==> src/hw/rtl/arpm_pkg.sv <==
// Package for the audio RMS and peak meter: widths, codes, job and queue types.
// Used by every module of the meter; depends on nothing else.
`default_nettype none

package arpm_pkg;

   localparam int SAMPLE_BITS = 16;
   localparam int MAG_BITS    = SAMPLE_BITS + 1;
   localparam int SQUARE_BITS = 2 * SAMPLE_BITS;
   localparam int SUM_BITS    = 64;
   localparam int COUNT_BITS  = 32;
   localparam int ROOT_BITS   = SUM_BITS / 2;
   localparam int LEVEL_BITS  = 16;
   localparam int LIMIT_BITS  = 8;
   localparam int THRESH_BITS = 16;

   localparam int RSP_DATA_BITS = 72;

   localparam int QUEUE_DEPTH    = 2;
   localparam int QUEUE_PTR_BITS = $clog2(QUEUE_DEPTH);
   localparam int QUEUE_CNT_BITS = $clog2(QUEUE_DEPTH + 1);

   localparam int DIV_STEPS     = SUM_BITS;
   localparam int SQRT_STEPS    = ROOT_BITS;
   localparam int STEP_CNT_BITS = $clog2(DIV_STEPS);

   localparam logic [LIMIT_BITS-1:0]  CHUNK_LIMIT_RESET = 8'd20;
   localparam logic [THRESH_BITS-1:0] SILENCE_RESET     = 16'd20;

   // Request kinds carried on tuser.
   localparam logic KIND_SAMPLE  = 1'b0;
   localparam logic KIND_RESTART = 1'b1;

   // Register indexes of the configuration port.
   localparam int CSR_INDEX_BITS = 1;
   localparam logic [CSR_INDEX_BITS-1:0] CSR_CHUNK_LIMIT = 1'd0;
   localparam logic [CSR_INDEX_BITS-1:0] CSR_SILENCE     = 1'd1;

   typedef struct packed {
      logic [SUM_BITS-1:0]   sum;
      logic [COUNT_BITS-1:0] count;
      logic [MAG_BITS-1:0]   peak;
   } arpm_job_type;

   // A job together with its valid bit, used for queue write and queue head.
   typedef struct packed {
      logic         valid;
      arpm_job_type job;
   } arpm_slot_type;

   typedef enum logic [3:0] {
      ST_IDLE = 4'b0001,
      ST_DIV  = 4'b0010,
      ST_SQRT = 4'b0100,
      ST_DONE = 4'b1000
   } arpm_state_type;

endpackage

`default_nettype wire

==> src/hw/rtl/arpm_front.sv <==
// Front end of the meter: takes requests, squares and accumulates samples,
// and hands a finished measurement to the job queue. Uses arpm_pkg.
`default_nettype none

module arpm_front
   import arpm_pkg::*;
(
   input  wire logic                      clock,
   input  wire logic                      reset,
   input  wire logic                      req_tvalid,
   output logic                           req_tready,
   input  wire logic [SAMPLE_BITS-1:0]    req_tdata,
   input  wire logic                      req_tuser,
   input  wire logic                      req_tlast,
   input  wire logic [LIMIT_BITS-1:0]     chunk_limit,
   input  wire logic [QUEUE_CNT_BITS-1:0] queue_used,
   output arpm_slot_type                  push
);

   logic                    accept;
   logic                    measuring;
   logic [LIMIT_BITS-1:0]   chunks_next;
   logic signed [MAG_BITS-1:0] sample_ext;

   logic                    stg_valid_ff, stg_valid_in;
   logic                    stg_restart_ff, stg_restart_in;
   logic                    stg_report_ff, stg_report_in;
   logic [SQUARE_BITS-1:0]  stg_square_ff, stg_square_in;
   logic [MAG_BITS-1:0]     stg_mag_ff, stg_mag_in;
   logic [LIMIT_BITS-1:0]   chunks_done_ff, chunks_done_in;

   logic [SUM_BITS-1:0]     sum_ff, sum_in;
   logic [COUNT_BITS-1:0]   count_ff, count_in;
   logic [MAG_BITS-1:0]     peak_ff, peak_in;

   logic [SUM_BITS-1:0]     sum_new;
   logic [COUNT_BITS-1:0]   count_new;
   logic [MAG_BITS-1:0]     peak_new;
   logic [QUEUE_CNT_BITS:0] credit_used;

   // A report still in the stage register has a queue slot reserved.
   assign credit_used = {1'b0, queue_used} + {{QUEUE_CNT_BITS{1'b0}},
                                              (stg_valid_ff & stg_report_ff)};
   assign req_tready  = credit_used < (QUEUE_CNT_BITS + 1)'(QUEUE_DEPTH);
   assign accept      = req_tvalid & req_tready;
   assign measuring   = chunks_done_ff < chunk_limit;
   assign chunks_next = chunks_done_ff + LIMIT_BITS'(1);
   assign sample_ext  = {req_tdata[SAMPLE_BITS-1], req_tdata};

   always_comb begin
      stg_valid_in   = 1'b0;
      stg_restart_in = 1'b0;
      stg_report_in  = 1'b0;
      stg_square_in  = SQUARE_BITS'(sample_ext) * SQUARE_BITS'(sample_ext);
      stg_mag_in     = sample_ext[MAG_BITS-1] ? (~sample_ext + MAG_BITS'(1)) : sample_ext;
      chunks_done_in = chunks_done_ff;
      if (accept) begin
         if (req_tuser == KIND_RESTART) begin
            stg_valid_in   = 1'b1;
            stg_restart_in = 1'b1;
            chunks_done_in = '0;
         end else if (measuring) begin
            stg_valid_in = 1'b1;
            if (req_tlast) begin
               chunks_done_in = chunks_next;
               stg_report_in  = chunks_next == chunk_limit;
            end
         end
      end
   end

   assign sum_new   = sum_ff + {{(SUM_BITS-SQUARE_BITS){1'b0}}, stg_square_ff};
   assign count_new = count_ff + COUNT_BITS'(1);
   assign peak_new  = (stg_mag_ff > peak_ff) ? stg_mag_ff : peak_ff;

   always_comb begin
      sum_in     = sum_ff;
      count_in   = count_ff;
      peak_in    = peak_ff;
      push.valid = 1'b0;
      push.job   = '{sum: sum_new, count: count_new, peak: peak_new};
      if (stg_valid_ff) begin
         if (stg_restart_ff) begin
            sum_in   = '0;
            count_in = '0;
            peak_in  = '0;
         end else begin
            sum_in     = sum_new;
            count_in   = count_new;
            peak_in    = peak_new;
            // A sample count that wrapped to zero ends the measurement silently.
            push.valid = stg_report_ff & (count_new != '0);
         end
      end
   end

   always_ff @(posedge clock) begin
      if (reset) begin
         stg_valid_ff   <= 1'b0;
         chunks_done_ff <= '0;
         sum_ff         <= '0;
         count_ff       <= '0;
         peak_ff        <= '0;
      end else begin
         stg_valid_ff   <= stg_valid_in;
         chunks_done_ff <= chunks_done_in;
         sum_ff         <= sum_in;
         count_ff       <= count_in;
         peak_ff        <= peak_in;
      end
   end

   always_ff @(posedge clock) begin
      stg_restart_ff <= stg_restart_in;
      stg_report_ff  <= stg_report_in;
      stg_square_ff  <= stg_square_in;
      stg_mag_ff     <= stg_mag_in;
   end

   assert property (@(posedge clock) disable iff (reset)
      accept && req_tuser == KIND_RESTART |=> chunks_done_ff == '0)
      else $error("chunk counter not cleared by a restart request");

endmodule

`default_nettype wire

==> src/hw/rtl/arpm_queue.sv <==
// Short job queue between the accumulating front end and the arithmetic back end.
// Holds finished measurements in registers. Uses arpm_pkg.
`default_nettype none

module arpm_queue
   import arpm_pkg::*;
(
   input  wire logic                      clock,
   input  wire logic                      reset,
   input  wire arpm_slot_type             push,
   input  wire logic                      pop,
   output arpm_slot_type                  head,
   output logic [QUEUE_CNT_BITS-1:0]      used
);

   arpm_job_type                entry_ff [QUEUE_DEPTH];
   logic [QUEUE_PTR_BITS-1:0]   wr_ptr_ff, wr_ptr_in;
   logic [QUEUE_PTR_BITS-1:0]   rd_ptr_ff, rd_ptr_in;
   logic [QUEUE_CNT_BITS-1:0]   used_ff, used_in;
   logic                        do_pop;

   assign do_pop     = pop & (used_ff != '0);
   assign head.valid = used_ff != '0;
   assign head.job   = entry_ff[rd_ptr_ff];
   assign used       = used_ff;

   always_comb begin
      wr_ptr_in = wr_ptr_ff + QUEUE_PTR_BITS'(push.valid);
      rd_ptr_in = rd_ptr_ff + QUEUE_PTR_BITS'(do_pop);
      used_in   = used_ff + QUEUE_CNT_BITS'(push.valid) - QUEUE_CNT_BITS'(do_pop);
   end

   always_ff @(posedge clock) begin
      if (reset) begin
         wr_ptr_ff <= '0;
         rd_ptr_ff <= '0;
         used_ff   <= '0;
      end else begin
         wr_ptr_ff <= wr_ptr_in;
         rd_ptr_ff <= rd_ptr_in;
         used_ff   <= used_in;
      end
   end

   always_ff @(posedge clock) begin
      if (push.valid) begin
         entry_ff[wr_ptr_ff] <= push.job;
      end
   end

   assert property (@(posedge clock) disable iff (reset)
      push.valid |-> used_ff < QUEUE_CNT_BITS'(QUEUE_DEPTH))
      else $error("job pushed into a full queue");

endmodule

`default_nettype wire

==> src/hw/rtl/arpm_back.sv <==
// Back end of the meter: restoring divide of the sum by the count, bit-serial
// square root, and the result register. Uses arpm_pkg.
`default_nettype none

module arpm_back
   import arpm_pkg::*;
(
   input  wire logic                      clock,
   input  wire logic                      reset,
   input  wire arpm_slot_type             head,
   output logic                           pop,
   input  wire logic [THRESH_BITS-1:0]    silence_threshold,
   output logic                           rsp_tvalid,
   input  wire logic                      rsp_tready,
   output logic [RSP_DATA_BITS-1:0]       rsp_tdata
);

   arpm_state_type             state_ff, state_in;
   logic [STEP_CNT_BITS-1:0]   step_ff, step_in;
   logic [SUM_BITS-1:0]        work_ff, work_in;     // dividend/quotient, then radicand
   logic [COUNT_BITS-1:0]      div_d_ff, div_d_in;
   logic [COUNT_BITS-1:0]      rem_ff, rem_in;
   logic [ROOT_BITS+1:0]       sq_rem_ff, sq_rem_in;
   logic [ROOT_BITS-1:0]       root_ff, root_in;
   logic [MAG_BITS-1:0]        peak_ff, peak_in;
   logic                       rsp_valid_ff, rsp_valid_in;
   logic [RSP_DATA_BITS-1:0]   rsp_data_ff, rsp_data_in;

   logic [COUNT_BITS:0]        div_trial;
   logic                       div_ge;
   logic [ROOT_BITS+3:0]       sq_trial_rem;
   logic [ROOT_BITS+3:0]       sq_trial;
   logic                       sq_ge;
   logic                       out_free;
   logic [LEVEL_BITS-1:0]      rms_sat;
   logic [LEVEL_BITS-1:0]      peak_sat;
   logic                       silent;

   assign div_trial    = {rem_ff, work_ff[SUM_BITS-1]};
   assign div_ge       = div_trial >= {1'b0, div_d_ff};
   assign sq_trial_rem = {sq_rem_ff, work_ff[SUM_BITS-1 -: 2]};
   assign sq_trial     = {2'b00, root_ff, 2'b01};
   assign sq_ge        = sq_trial_rem >= sq_trial;
   assign out_free     = ~rsp_valid_ff | rsp_tready;

   assign rms_sat  = (root_ff > ROOT_BITS'({LEVEL_BITS{1'b1}})) ?
                     {LEVEL_BITS{1'b1}} : root_ff[LEVEL_BITS-1:0];
   assign peak_sat = (peak_ff > MAG_BITS'({LEVEL_BITS{1'b1}})) ?
                     {LEVEL_BITS{1'b1}} : peak_ff[LEVEL_BITS-1:0];
   // The silence decision uses the root before saturation.
   assign silent   = root_ff < ROOT_BITS'(silence_threshold);

   always_comb begin
      state_in     = state_ff;
      step_in      = step_ff;
      work_in      = work_ff;
      div_d_in     = div_d_ff;
      rem_in       = rem_ff;
      sq_rem_in    = sq_rem_ff;
      root_in      = root_ff;
      peak_in      = peak_ff;
      rsp_valid_in = rsp_valid_ff & ~rsp_tready;
      rsp_data_in  = rsp_data_ff;
      pop          = 1'b0;
      unique case (state_ff)
         ST_IDLE: begin
            if (head.valid) begin
               pop      = 1'b1;
               work_in  = head.job.sum;
               div_d_in = head.job.count;
               peak_in  = head.job.peak;
               rem_in   = '0;
               step_in  = '0;
               state_in = ST_DIV;
            end
         end
         ST_DIV: begin
            rem_in  = div_ge ? COUNT_BITS'(div_trial - {1'b0, div_d_ff})
                             : div_trial[COUNT_BITS-1:0];
            work_in = {work_ff[SUM_BITS-2:0], div_ge};
            step_in = step_ff + STEP_CNT_BITS'(1);
            if (step_ff == STEP_CNT_BITS'(DIV_STEPS - 1)) begin
               // The quotient now sits in the work register as the radicand.
               step_in   = '0;
               sq_rem_in = '0;
               root_in   = '0;
               state_in  = ST_SQRT;
            end
         end
         ST_SQRT: begin
            sq_rem_in = sq_ge ? (ROOT_BITS + 2)'(sq_trial_rem - sq_trial)
                              : sq_trial_rem[ROOT_BITS+1:0];
            root_in   = {root_ff[ROOT_BITS-2:0], sq_ge};
            work_in   = {work_ff[SUM_BITS-3:0], 2'b00};
            step_in   = step_ff + STEP_CNT_BITS'(1);
            if (step_ff == STEP_CNT_BITS'(SQRT_STEPS - 1)) begin
               state_in = ST_DONE;
            end
         end
         ST_DONE: begin
            if (out_free) begin
               rsp_valid_in = 1'b1;
               rsp_data_in  = {7'b0, silent, div_d_ff, peak_sat, rms_sat};
               state_in     = ST_IDLE;
            end
         end
         default: begin
            state_in = ST_IDLE;
         end
      endcase
   end

   always_ff @(posedge clock) begin
      if (reset) begin
         state_ff     <= ST_IDLE;
         rsp_valid_ff <= 1'b0;
      end else begin
         state_ff     <= state_in;
         rsp_valid_ff <= rsp_valid_in;
      end
   end

   always_ff @(posedge clock) begin
      step_ff     <= step_in;
      work_ff     <= work_in;
      div_d_ff    <= div_d_in;
      rem_ff      <= rem_in;
      sq_rem_ff   <= sq_rem_in;
      root_ff     <= root_in;
      peak_ff     <= peak_in;
      rsp_data_ff <= rsp_data_in;
   end

   assign rsp_tvalid = rsp_valid_ff;
   assign rsp_tdata  = rsp_data_ff;

   assert property (@(posedge clock) disable iff (reset)
      state_ff == ST_DIV |-> rem_ff < div_d_ff)
      else $error("division remainder not below the divisor");

   assert property (@(posedge clock) disable iff (reset)
      state_ff == ST_SQRT |-> sq_rem_ff <= {1'b0, root_ff, 1'b0})
      else $error("square root remainder above twice the partial root");

endmodule

`default_nettype wire

==> src/hw/rtl/audio_rms_peak_meter.sv <==
// A request that completes a measurement goes through the front-end stage register,
// the job queue, 64 divide steps, 32 root steps and the output register.
// Throughput: one request per cycle while the queue has room; the back end takes one
// measurement at a time, bit-serially; a two-entry job queue decouples the sides.
// Reset (synchronous, active high) clears accumulators, queue and output valid, and
// sets chunk_limit and silence_threshold to 20.
`default_nettype none

module audio_rms_peak_meter
   import arpm_pkg::*;
(
   input  wire logic                      clock,
   input  wire logic                      reset,
   input  wire logic                      req_tvalid,
   output logic                           req_tready,
   input  wire logic [SAMPLE_BITS-1:0]    req_tdata,   // sample
   input  wire logic                      req_tuser,   // kind
   input  wire logic                      req_tlast,
   output logic                           rsp_tvalid,
   input  wire logic                      rsp_tready,
   output logic [RSP_DATA_BITS-1:0]       rsp_tdata,   // rms_level, peak_level,
                                                        // sample_total, near_silent
   input  wire logic                      csr_we,
   input  wire logic [CSR_INDEX_BITS-1:0] csr_index,
   input  wire logic [THRESH_BITS-1:0]    csr_wdata
);

   logic [LIMIT_BITS-1:0]     chunk_limit_ff, chunk_limit_in;
   logic [THRESH_BITS-1:0]    silence_ff, silence_in;
   arpm_slot_type             push;
   arpm_slot_type             head;
   logic                      pop;
   logic [QUEUE_CNT_BITS-1:0] queue_used;

   always_comb begin
      chunk_limit_in = chunk_limit_ff;
      silence_in     = silence_ff;
      if (csr_we) begin
         unique case (csr_index)
            CSR_CHUNK_LIMIT: chunk_limit_in = csr_wdata[LIMIT_BITS-1:0];
            CSR_SILENCE:     silence_in     = csr_wdata;
            default:         ;
         endcase
      end
   end

   always_ff @(posedge clock) begin
      if (reset) begin
         chunk_limit_ff <= CHUNK_LIMIT_RESET;
         silence_ff     <= SILENCE_RESET;
      end else begin
         chunk_limit_ff <= chunk_limit_in;
         silence_ff     <= silence_in;
      end
   end

   arpm_front u_front (
      .clock       (clock),
      .reset       (reset),
      .req_tvalid  (req_tvalid),
      .req_tready  (req_tready),
      .req_tdata   (req_tdata),
      .req_tuser   (req_tuser),
      .req_tlast   (req_tlast),
      .chunk_limit (chunk_limit_ff),
      .queue_used  (queue_used),
      .push        (push)
   );

   arpm_queue u_queue (
      .clock (clock),
      .reset (reset),
      .push  (push),
      .pop   (pop),
      .head  (head),
      .used  (queue_used)
   );

   arpm_back u_back (
      .clock             (clock),
      .reset             (reset),
      .head              (head),
      .pop               (pop),
      .silence_threshold (silence_ff),
      .rsp_tvalid        (rsp_tvalid),
      .rsp_tready        (rsp_tready),
      .rsp_tdata         (rsp_tdata)
   );

endmodule

`default_nettype wire

==> config.mk <==
export PLATFORM = sky130hd
export DESIGN_NAME = audio_rms_peak_meter
export DESIGN_NICKNAME = d
export VERILOG_FILES = /design/src/hw/rtl/arpm_pkg.sv /design/src/hw/rtl/arpm_front.sv /design/src/hw/rtl/arpm_queue.sv /design/src/hw/rtl/arpm_back.sv /design/src/hw/rtl/audio_rms_peak_meter.sv
export SDC_FILE = /design/constraint.sdc
export NUM_CORES = 2
export LEC_CHECK = 0
export ABC_AREA = 1
export BUFFER_PORTS_ARGS = -buffer_cell sky130_fd_sc_hd__buf_4
export CAP_MARGIN = 5
export CORE_ASPECT_RATIO = 1.75
export CORE_MARGIN = 3
export CORE_UTILIZATION = 40
export CTS_CLUSTER_DIAMETER = 80
export CTS_CLUSTER_SIZE = 16
export DETAILED_ROUTE_END_ITERATION = 10
export GPL_TIMING_DRIVEN = 0
export HOLD_SLACK_MARGIN = 0.08
export PLACE_DENSITY_LB_ADDON = 0.25
export SYNTH_ARGS = -nofsm -noshare
export SYNTH_HDL_FRONTEND = slang
export SYNTH_SLANG_ARGS = --single-unit
==> constraint.sdc <==
create_clock -name clock -period 6.3 [get_ports clock]
set_clock_uncertainty 0.2 [all_clocks]
set_input_delay 0.315 -clock clock [delete_from_list [all_inputs] [get_ports clock]]
set_output_delay 0.315 -clock clock [all_outputs]
set_load 0.02 [all_outputs]
==> impl_metrics.json <==
{
  "outcome": "finished, final reports clean",
  "finalHoldViolCount": 0,
  "drt_iter0_markers": 2079,
  "worstSetupStartpointType": "primary input",
  "min_period_over_period": 0.968,
  "wire_per_inst_um": 18.9,
  "rows": 165,
  "ys.flop_type": "edfxtp_1",
  "end_kind": "flop",
  "cap_violations": 0,
  "initial_core_util": 0.404,
  "final_common_cell": "nand2_1",
  "die_y_um": 458,
  "worstHoldPathCells": 6,
  "worst_slack_ps": 204,
  "stdcell_count": 7278,
  "hpwl_um": 112000,
  "netlist_instances": 5522,
  "crit_path_cell_trace": "buf_4 > dlygate4sd3_1 > inv_1 > nand2_1 > xor2_1 > ha_1 > inv_1 > fa_1 > inv_1 > fa_1 > fa_1 > fa_1 > inv_1 > fa_1 > inv_1 > ha_1 > nand2_2 > nor2_2 > nand2_1 > o21ai_1 > nand2_1 > nand2_1 > a21oi_1 > xnor2_1",
  "ios": 114,
  "crit_path_max_incr_delay_ps": 650,
  "power.density_nw_per_um2": 498,
  "slew_viol_final": 0,
  "final_layout_size_suffix_gt1_frac": 0.0675,
  "nets": 6249,
  "htreeDepth": 2,
  "switchingPower_w": 0.0125,
  "fmax_mhz": 164,
  "grt_use_total": 0.227,
  "yosys_warnings": 0,
  "total_leakage_power_nw": 23.2,
  "min_from": "req_tdata[9]",
  "antenna_found_initial": 3,
  "syn-cell-area_um2": 46800,
  "drt_pre_antenna_iters": 8,
  "yosys_register_bits": 712,
  "clockBufferDepth": 3,
  "hold_path_class": "in2reg",
  "reg2reg_slack_ps": 1960,
  "tightest_slew_ps": 1200,
  "cts.sinks": 712,
  "synth_area_per_cell_um2": 8.47,
  "rsz0062_at_grt": "no",
  "die-area_um2": 121000,
  "ctsRootBufferMaster": "clkbuf_16",
  "pwr-share-seq": 0.256,
  "ant_nets": 0,
  "critPathSlowestCell": "fa_1",
  "dp.cells": 7137,
  "area_growth_pct": 10.4,
  "swShare": 0.487,
  "async_flop_share": 0,
  "gp_congestion": 0.990,
  "critPathMaxFanout": 6,
  "rr_startpoint": "u_front.count_ff[1]$_SDFFE_PP0P_",
  "drc": 0,
  "routed.top_layer": "met4",
  "die_x_um": 265,
  "synth_enable_flop_cells": 508,
  "ys_seq_area_frac": 0.413,
  "setup_viol": 0,
  "cp.arrival_ps": 6440,
  "avgViaCountPerCell": 5.03,
  "critPathKind": "in2reg",
  "path_clk_slew_ps": 80,
  "clkPwrFrac": 0.123,
  "overflow": 0,
  "worstSkewPairLatency_ps": 650,
  "coreArea_um2": 116000,
  "vias": 36600,
  "relSlewSlack": 0.199,
  "p_int_w": 0.0132,
  "grt_pass1_vias": 38500,
  "io_buffers": 100,
  "rr_endpoint": "u_queue.entry_ff[0][87]$_DFFE_PP_",
  "most-common-layout-cells": "nand2_1 (1331), inv_1 (1014), edfxtp_1 (508)",
  "cts_tree": "built",
  "numCtsBuffers": 50,
  "wl_met2_um": 75900,
  "rr_worst_depth": 15,
  "grt_pass1_wl_um": 213000,
  "post-place-ws_ps": -1460,
  "pwr-share-comb": 0.620,
  "vdd_drop_max_mv": 0.732,
  "hold_path_end": "u_front.stg_mag_ff[11]$_DFF_P_",
  "wl_met3_um": 4380,
  "wl_met1_um": 45300,
  "grt_start_max_net_pins": 71,
  "routed_wl_um": 137000,
  "period_minus_slack_ps": 6100,
  "required_ps": 6640,
  "ys_types": 57
}
-- power by group through the flow --
stage,Sequential [W],Combinational [W],Clock (W)
after CTS,0.00659,0.0161,0.00327
after detailed placement,0.00669,0.0159,0
after global placement,0.00672,0.0158,0
after global routing,0.00666,0.0181,0.00342
final,0.00658,0.0159,0.00317
after floorplan,0.00659,0.0111,0
-- final cells by class --
| type | instances | area (µm²) |
|---|---|---|
| repair buffers | 156 | 1390 |
| multi-input cells | 3635 | 23000 |
| inverters | 1022 | 3840 |
| well taps | 1503 | 1880 |
| clock inverters | 4 | 41.3 |
| fillers | 11500 | 64200 |
| flip-flops and latches | 712 | 19300 |
| plain buffers | 157 | 754 |
| diodes | 1 | 2.50 |
| clock buffers | 88 | 1420 |
-- registers in the layout (all words and copies together) (netlist names), 34 cells and up --
signal / count
u_front.sum_ff: 64
u_back.rsp_tdata: 65
u_queue.entry_ff: 226
u_back.sq_rem_ff: 34
u_back.work_ff: 64
-- stage by stage --
step / util / hold WS (ps) / instance area [µm²] / total power [W] / TNS, ps
2_1_floorplan: - / 143 / 46800 / 0.0177 / 0
3_3_place_gp: 0.427 / 238 / 49400 / 0.0225 / -291840
3_5_place_dp: 0.428 / 245 / 49600 / 0.0226 / -16390
4_1_cts: 0.445 / 86.4 / 51600 / 0.0260 / 0
5_1_grt: 0.446 / 108 / 51600 / 0.0282 / 0
6_report: 0.446 / 101 / 51600 / 0.0257 / 0
-- cells by family after synthesis --
| family | Yosys count | synth area share |
|---|---|---|
| other cells | 1 | 0.0000802 |
| fa+ha+maj | 475 | 0.165 |
| buf+inv | 1182 | 0.0978 |
| simple gates | 2347 | 0.212 |
| xor+xnor | 139 | 0.0260 |
| compound gates | 666 | 0.0858 |
| flops | 712 | 0.413 |
-- worst max-delay path, delay by kind of cell --
kind / cells / cell delay (ps)
adders and majority gates: 7 / 3490
buffers and inverters: 7 / 1190
and+or+nand+nor: 6 / 740
xor gates and xnor gates: 2 / 370
AOI/OAI and AO/OA: 2 / 330
-- synthesized netlist by cell type, drive strengths merged, types with 54 or more instances --
cell type	n	area, µm²
a21oi	327	1720
buf	55	342
clkbuf	105	394
dfxtp	204	4080
edfxtp	508	15300
fa	236	4720
ha	239	2990
inv	1020	3830
nand2	1360	5190
nand3	264	1340
nor2	458	1730
nor3	54	290
o211ai	70	526
o21ai	137	693
o221ai	63	552
or2	90	563
xor2	112	981
-- worst max path at each step --
stage	endpoint	cells past startpoint	slack (ps)	startpoint
2_1_floorplan	u_front.stg_square_ff[29]$_DFF_P_	22	150	req_tdata[5]
3_5_place_dp	u_front.stg_square_ff[31]$_DFF_P_	20	-1460	req_tdata[6]
4_1_cts	u_front.stg_square_ff[24]$_DFF_P_	24	40	req_tdata[0]
6_report	u_front.stg_square_ff[24]$_DFF_P_	24	200	req_tdata[0]
5_1_grt	u_front.stg_square_ff[31]$_DFF_P_	22	4	req_tdata[8]
3_3_place_gp	u_front.stg_square_ff[31]$_DFF_P_	20	-1500	req_tdata[6]
-- per-layer routing --
layer | vias to the layer above | GRT usage
li1 | 18100 | -
met1 | 17200 | 0.210
met2 | 907 | 0.457
met3 | 405 | 0.0193
met4 | 0 | 0.164
met5 | - | 0
-- what timing repair did --
item	in CTS	in global routing
gates resized for setup	21	16
setup endpoints to repair	11	8
hold buffers	47	3
endpoints found under the hold margin	66	4
setup buffers	0	1
pin swaps	0	1
Note: power is estimated with default switching activity, not from simulation.
